## config.mk

```make
export PLATFORM = sky130hd
export DESIGN_NAME = bmm_mac
export DESIGN_NICKNAME = d
export VERILOG_FILES = /design/src/sv/bmm_pkg.sv /design/src/sv/bmm_mac.sv
export SDC_FILE = /design/constraint.sdc
export NUM_CORES = 1
export LEC_CHECK = 0
export ABC_AREA = 1
export BUFFER_PORTS_ARGS = -buffer_cell sky130_fd_sc_hd__buf_2
export CAP_MARGIN = 20
export CORE_ASPECT_RATIO = 0.9
export CORE_MARGIN = 4
export CORE_UTILIZATION = 40
export CTS_BUF_LIST = sky130_fd_sc_hd__clkbuf_16
export CTS_CLUSTER_SIZE = 28
export DETAILED_ROUTE_END_ITERATION = 16
export PLACE_DENSITY = 0.53
export SKIP_CTS_REPAIR_TIMING = 1
export SLEW_MARGIN = 40
export SYNTH_ARGS = -nofsm -noshare
export SYNTH_HDL_FRONTEND = slang
export SYNTH_SLANG_ARGS = --single-unit
```

## constraint.sdc

```tcl
create_clock -name clk_i -period 3.5 [get_ports clk_i]
set_input_delay 0.175 -clock clk_i [delete_from_list [all_inputs] [get_ports clk_i]]
set_output_delay 0.175 -clock clk_i [all_outputs]
set_load 0.02 [all_outputs]
```

## src/sv/bmm_pkg.sv

```systemverilog
// ----------------------------------------------------------------------------
// Block matrix multiply package
// Shared widths, command codes and the MAC pipeline control word.
// ----------------------------------------------------------------------------
package bmm_pkg;

  localparam int GRID_SIZE_DEF  = 16;
  localparam int BLOCK_SIZE_DEF = 2;

  localparam int CMD_W  = 2;
  localparam int IDX_W  = 5;
  localparam int ELEM_W = 16;
  localparam int PROD_W = 2 * ELEM_W;
  localparam int VAL_W  = 37;

  localparam int IN_DATA_W  = 32;
  localparam int OUT_DATA_W = 48;

  typedef enum logic [CMD_W-1:0] {
    CMD_WR_A    = 2'd0,
    CMD_WR_B    = 2'd1,
    CMD_COMPUTE = 2'd2,
    CMD_RD_C    = 2'd3
  } cmd_e;

  // One issued multiply-accumulate step
  typedef struct packed {
    logic vld;
    logic first;  // first term of a dot product
    logic last;   // last term, write the sum back
  } mac_ctl_t;

endpackage

```

## src/sv/bmm_mac.sv

```systemverilog
// ----------------------------------------------------------------------------
// Block matrix multiply MAC pipeline
// Takes A and B elements in the cycle after their read was issued, multiplies,
// accumulates a dot product and emits the write of each finished C element.
// ----------------------------------------------------------------------------
module bmm_mac #(
  parameter int ADDR_W = 10
) (
  input  logic                      clk_i,
  input  logic                      rst_ni,
  input  bmm_pkg::mac_ctl_t         issue_i,
  input  logic [ADDR_W-1:0]         issue_addr_i,
  input  logic [bmm_pkg::ELEM_W-1:0] a_data_i,
  input  logic [bmm_pkg::ELEM_W-1:0] b_data_i,
  output logic                      c_we_o,
  output logic [ADDR_W-1:0]         c_addr_o,
  output logic [bmm_pkg::VAL_W-1:0] c_data_o,
  output logic                      busy_o
);
  import bmm_pkg::*;

  mac_ctl_t                   ctl1_q, ctl2_q;
  logic [ADDR_W-1:0]          addr1_q, addr2_q;
  logic signed [PROD_W-1:0]   prod_q;
  logic [VAL_W-1:0]           acc_q;
  logic [VAL_W-1:0]           sum;

  // stage 1 lines up with the RAM read data
  always_ff @(posedge clk_i or negedge rst_ni) begin
    if (!rst_ni) begin
      ctl1_q  <= '0;
      ctl2_q  <= '0;
      addr1_q <= '0;
      addr2_q <= '0;
      prod_q  <= '0;
      acc_q   <= '0;
    end else begin
      ctl1_q  <= issue_i;
      addr1_q <= issue_addr_i;
      ctl2_q  <= ctl1_q;
      addr2_q <= addr1_q;
      prod_q  <= $signed(a_data_i) * $signed(b_data_i);
      if (ctl2_q.vld) begin
        acc_q <= sum;
      end
    end
  end

  // sign-extend the product, wrap modulo 2^VAL_W
  assign sum = (ctl2_q.first ? '0 : acc_q) + VAL_W'(prod_q);

  assign c_we_o   = ctl2_q.vld & ctl2_q.last;
  assign c_addr_o = addr2_q;
  assign c_data_o = sum;
  assign busy_o   = ctl1_q.vld | ctl2_q.vld;

endmodule

```

# Yosys cells after proc, flatten, opt, wreduce, memory -nomap -nowiden

Index checks and enable logic that the tools add are counted.

Add/subtract/negate cells: 1
Multipliers: 1
Muxes and demuxes: 1
Bitwise operators: 2

Operators by type and width:

| operator                     | count |
|---|---|
| adder 37 bit                 | 1 |
| two-way mux 37 bit           | 1 |
| multiplier 16 x 16 -> 32 bit | 1 |
| bitwise AND 1 bit            | 1 |
| OR 1 bit                     | 1 |

Bits in registers: 95
Output and inout port bits: 49

# Longest topological paths before layout

Depth after elaboration: 2
Mapped depth: 27
Depth with buffers taken out: 25

# Worst setup path after synthesis

OpenSTA, ideal clock, no wires.

Kind: input to register
From: input b_data_i[5] (netlist bit)
To: register prod_q[30]
Library setup time: 117 ps
Data arrival time: 5,224 ps
Setup slack: -1,840 ps
Cell stages on the path: 21
Buffers on the path: 2
Cell sequence: clkbuf_1 > clkbuf_1 > nand2_1 > fa_1 > inv_1 > fa_1 > inv_1 > fa_1 > fa_1 > fa_1 > fa_1 > inv_1 > ha_1 > inv_1 > nor3_1 > inv_1 > nor3_1 > and3_1 > nand2_1 > nand3_1 > nand2_1

Word-level cells in the longest chain between the ends: 1

Ends and longest elaborated chain:

| what                         | line          | text |
|---|---|---|
| start: declaration           | bmm_mac.sv:14 | `input logic [bmm_pkg::ELEM_W-1:0] b_data_i,` |
| multiplier 16 x 16 -> 32 bit | bmm_mac.sv:42 | `prod_q <= $signed(a_data_i) * $signed(b_data_i);` |
| end signal: assignment       | bmm_mac.sv:42 |  |
| end: declaration             | bmm_mac.sv:24 | `logic signed [PROD_W-1:0] prod_q;` |

No other way between the ends.
A chain may end at the register's enable or synchronous reset.

# Final worst setup path

From: input a_data_i[15] (netlist bit)
To: register prod_q[24]

Word-level cells in the longest chain between the ends: 1

Ends and longest elaborated chain:

| what                         | line          | text |
|---|---|---|
| start: declaration           | bmm_mac.sv:13 | `input logic [bmm_pkg::ELEM_W-1:0] a_data_i,` |
| multiplier 16 x 16 -> 32 bit | bmm_mac.sv:42 |  |

No other way between the ends.

==> out/qor.tcl <==
set qor(status) {finished with violations}
set qor(violations) {setup timing}
set qor(detail_route.vias_per_cell) 4.68
set qor(synthDominantAreaCellType) {sky130_fd_sc_hd__fa_1}
set qor(timing.final.hold_violations) 0
set qor(post-route-worst-setup-slack_ns) -1.26
set qor(die_height_um) 200
set qor(met1Wirelength_um) 23100
set qor(wl_met2_um) 21100
set qor(final.min_clock_period_ns) 4.76
set qor(drt_first_pass_iters) 5
set qor(storage_cell_area_um2) 2380
set qor(antenna_found_initial) 1
set qor(synth_fp_nets) 2641
set qor(tightest_slew_ns) 0.660
set qor(yosys.area.top_type_share_pct) 32.1
set qor(die_w_um) 222
set qor(critical_path_class) {in -> reg}
set qor(clkLatencyLatePin_ns) 0.37
set qor(clock-skew-final_ns) 0.0123
set qor(groute.usage.overall_pct) 21.5
set qor(finish.utilization_pct) 51.7
set qor(amount_of_wire_on_met3_after_detailed_routing_um) 2340
set qor(starting_density_of_the_core_pct) 40.4
set qor(critical_path.slowest_cell) {sky130_fd_sc_hd__fa_2}
set qor(areaGrowthSynthToFinish_pct) 27.9
set qor(synth.distinct_cells) 37
set qor(netlist_instances) 2213
set qor(holdCritPathClass) {in -> reg}
set qor(cpMostUsedCell) {sky130_fd_sc_hd__fa_1}
set qor(place.detailed.hpwl_um) 40300
set qor(maxClockFrequency_mhz) 210
set qor(final_net_count) 2897
set qor(max_stage_delay_ns) 0.63
set qor(most-common-layout-cells) {sky130_fd_sc_hd__nand2_1, sky130_fd_sc_hd__inv_1, sky130_fd_sc_hd__fa_1}
set qor(ys_seq_area_share_pct) 14.5
set qor(period_share_pct) 136
set qor(maxCapViolations) 0
set qor(synthesis.yosys.warnings) 0
set qor(clock_sinks) 95
set qor(dp_slack_ns) -1.89
set qor(worstPathRequired_ns) 3.80
set qor(clock-root-buffer) {sky130_fd_sc_hd__clkbuf_16}
set qor(syn-cell-area_um2) 16400
set qor(site_rows) 70
set qor(postSynthAreaPerCell_um2) 7.42
set qor(layout-drive-gt1-share_pct) 23.5
set qor(grt_max_degree) 68
set qor(wl_per_cell_um) 15.6
set qor(worst-path-buf-inv) 8
set qor(rsz0062_at_grt) {yes}
set qor(setup-violations-final) 25
set qor(layout_commonest_cell) {sky130_fd_sc_hd__nand2_1}
set qor(finalWeightedCongestion) 0.919
set qor(boundaryPins) 96
set qor(ctsLongestPathBuffers) 2
set qor(globalRouteOverflowTotal) 0
set qor(worst_hold_path.num_cells) 4
set qor(timing.critical_path.cells) {buf_12 > buf_12 > nand2_4 > inv_4 > fa_2 > buf_6 > fa_1 > fa_2 > fa_1 > fa_1 > inv_1 > fa_1 > inv_2 > ha_4 > nand2_2 > nor2_2 > inv_2 > buf_4 > nor3_4 > nand4_1 > nand3_1 > xor2_1}
set qor(multiInputGateArea_um2) 12800
set qor(slew-limit-headroom_pct) 56.0
set qor(timing.critical_path.max_delay_family) {adder cells}
set qor(path_max_fanout) 10
set qor(timing.critical_path.depth) 22
set qor(drt.antenna.violating_nets) 0
set qor(tritoncts.num_buffers) 9
set qor(io_buffer_count) 95
set qor(detail_route.wirelength_um) 47100
set qor(synth_area_leaders) {sky130_fd_sc_hd__fa_1, sky130_fd_sc_hd__dfrtp_1, sky130_fd_sc_hd__nand2_1}
set qor(synth_seq_cells) 95
set qor(tritoncts) {done}
set qor(clk_transition_reported_paths_ns) 0.08
set qor(filler_cell_count) 4019
set qor(cts-htree-levels) 3
set qor(core_box_area_um2) 40600
set qor(drc) 0
set qor(cp_data_arrival_time_ns) 5.05
set qor(first_iter_violations) 835
set qor(timing_max_transition_violations_final) 0
set qor(tns_ns) -24.94
set qor(die_area_um2) 44400
set qor(setup.worst_path.end_class) {flip-flop}
set qor(timing.reg2reg.worst_path_depth) 16
set qor(insertedDiodeCount) 0
set qor(cp-start-kind) {input pin}
set qor(grt_first_pass_wirelength_um) 76800
set qor(number_of_global_route_vias_before_repair) 14700
set qor(routed-via-count) 14100
set qor(top_layer) {met4}
## sequential cells by signal (all words and copies together), names as in the netlist
| signal | count |
|---|---|
| acc_q | 37 |
| prod_q | 32 |
| addr1_q | 10 |
| ctl1_q | 3 |
| c_addr_o | 10 |
| ctl2_q | 3 |
## worst reg2reg max path: stages (launching register included)
cell	delay [ns]
sky130_fd_sc_hd__dfrtp_1	0.42
sky130_fd_sc_hd__nor2_1	0.12
sky130_fd_sc_hd__ha_2	0.25
sky130_fd_sc_hd__inv_1	0.09
sky130_fd_sc_hd__fa_1	0.44
sky130_fd_sc_hd__inv_1	0.17
sky130_fd_sc_hd__nand3_1	0.10
sky130_fd_sc_hd__nand3_2	0.13
sky130_fd_sc_hd__nand2_1	0.06
sky130_fd_sc_hd__nand2_1	0.14
sky130_fd_sc_hd__nand2_1	0.08
sky130_fd_sc_hd__nand2_1	0.15
sky130_fd_sc_hd__nand3_1	0.15
sky130_fd_sc_hd__nand2_1	0.10
sky130_fd_sc_hd__nand2_1	0.06
sky130_fd_sc_hd__nand3_1	0.10
sky130_fd_sc_hd__nand2_1	0.06
## cell families after synthesis
group | Yosys count | synth area share, %
fa+ha+maj | 381 | 41.0
compound gates | 131 | 4.33
buf+inv | 655 | 15.0
flops | 95 | 14.5
simple gates | 902 | 22.5
xor+xnor | 49 | 2.66
## area by class of cell
type,count,area share [%]
clock inverters,7,0.411
flip-flops and latches,95,11.3
repair buffers,316,12.8
inverters,584,10.5
well taps,540,3.22
clock buffers,9,1.07
multi-input cells,1463,60.8
## metal layers
layer  GRT usage [%]  vias to the layer above
met1            32.4                     6859
met4            3.01                        0
met2            34.0                      283
met3            2.96                       44
li1                -                     6929
met5               0                        -
## path summary, 6_finish.rpt
path,from,to,slack (ns)
min in group asynchronous,rst_ni,acc_q[17]$_DFFE_PN0P_,0.39
max in group asynchronous,rst_ni,ctl2_q[2]$_DFF_PN0_,2.29
worst min-delay path,b_data_i[0],prod_q[0]$_DFF_PN0_,0.31
worst max register to register,ctl2_q[1]$_DFF_PN0_,acc_q[30]$_DFFE_PN0P_,0.79
worst min register to register,addr1_q[4]$_DFF_PN0_,c_addr_o[4]$_DFF_PN0_,0.35
worst max-delay path,a_data_i[15],prod_q[24]$_DFF_PN0_,-1.26
## synthesized netlist by cell type, drive strengths merged
master / number
o211ai: 3
nand2: 620
o21a: 1
inv: 584
buf: 3
clkbuf: 68
and3: 1
xnor2: 14
a21boi: 2
o21ai: 46
nor4: 1
o21bai: 8
dfrtp: 95
and2: 20
fa: 263
a21o: 4
a21oi: 65
nor2: 145
xor2: 35
ha: 118
nand3: 71
a31oi: 2
nand3b: 7
or2: 8
nand4: 18
nor3: 11
## through the flow
step	cell area [um2]	hold slack, ns	cells
floorplan	17400	-0.121	2213
global placement	19200	0.284	2948
detailed placement	19200	0.236	2948
CTS	19500	-0.167	2964
global route	21000	0.340	3014
finish	21000	0.309	3014
Power is left out: the tool's default activity adds up to more than one toggle a clock period on the data nets, which glitch-free logic cannot reach.
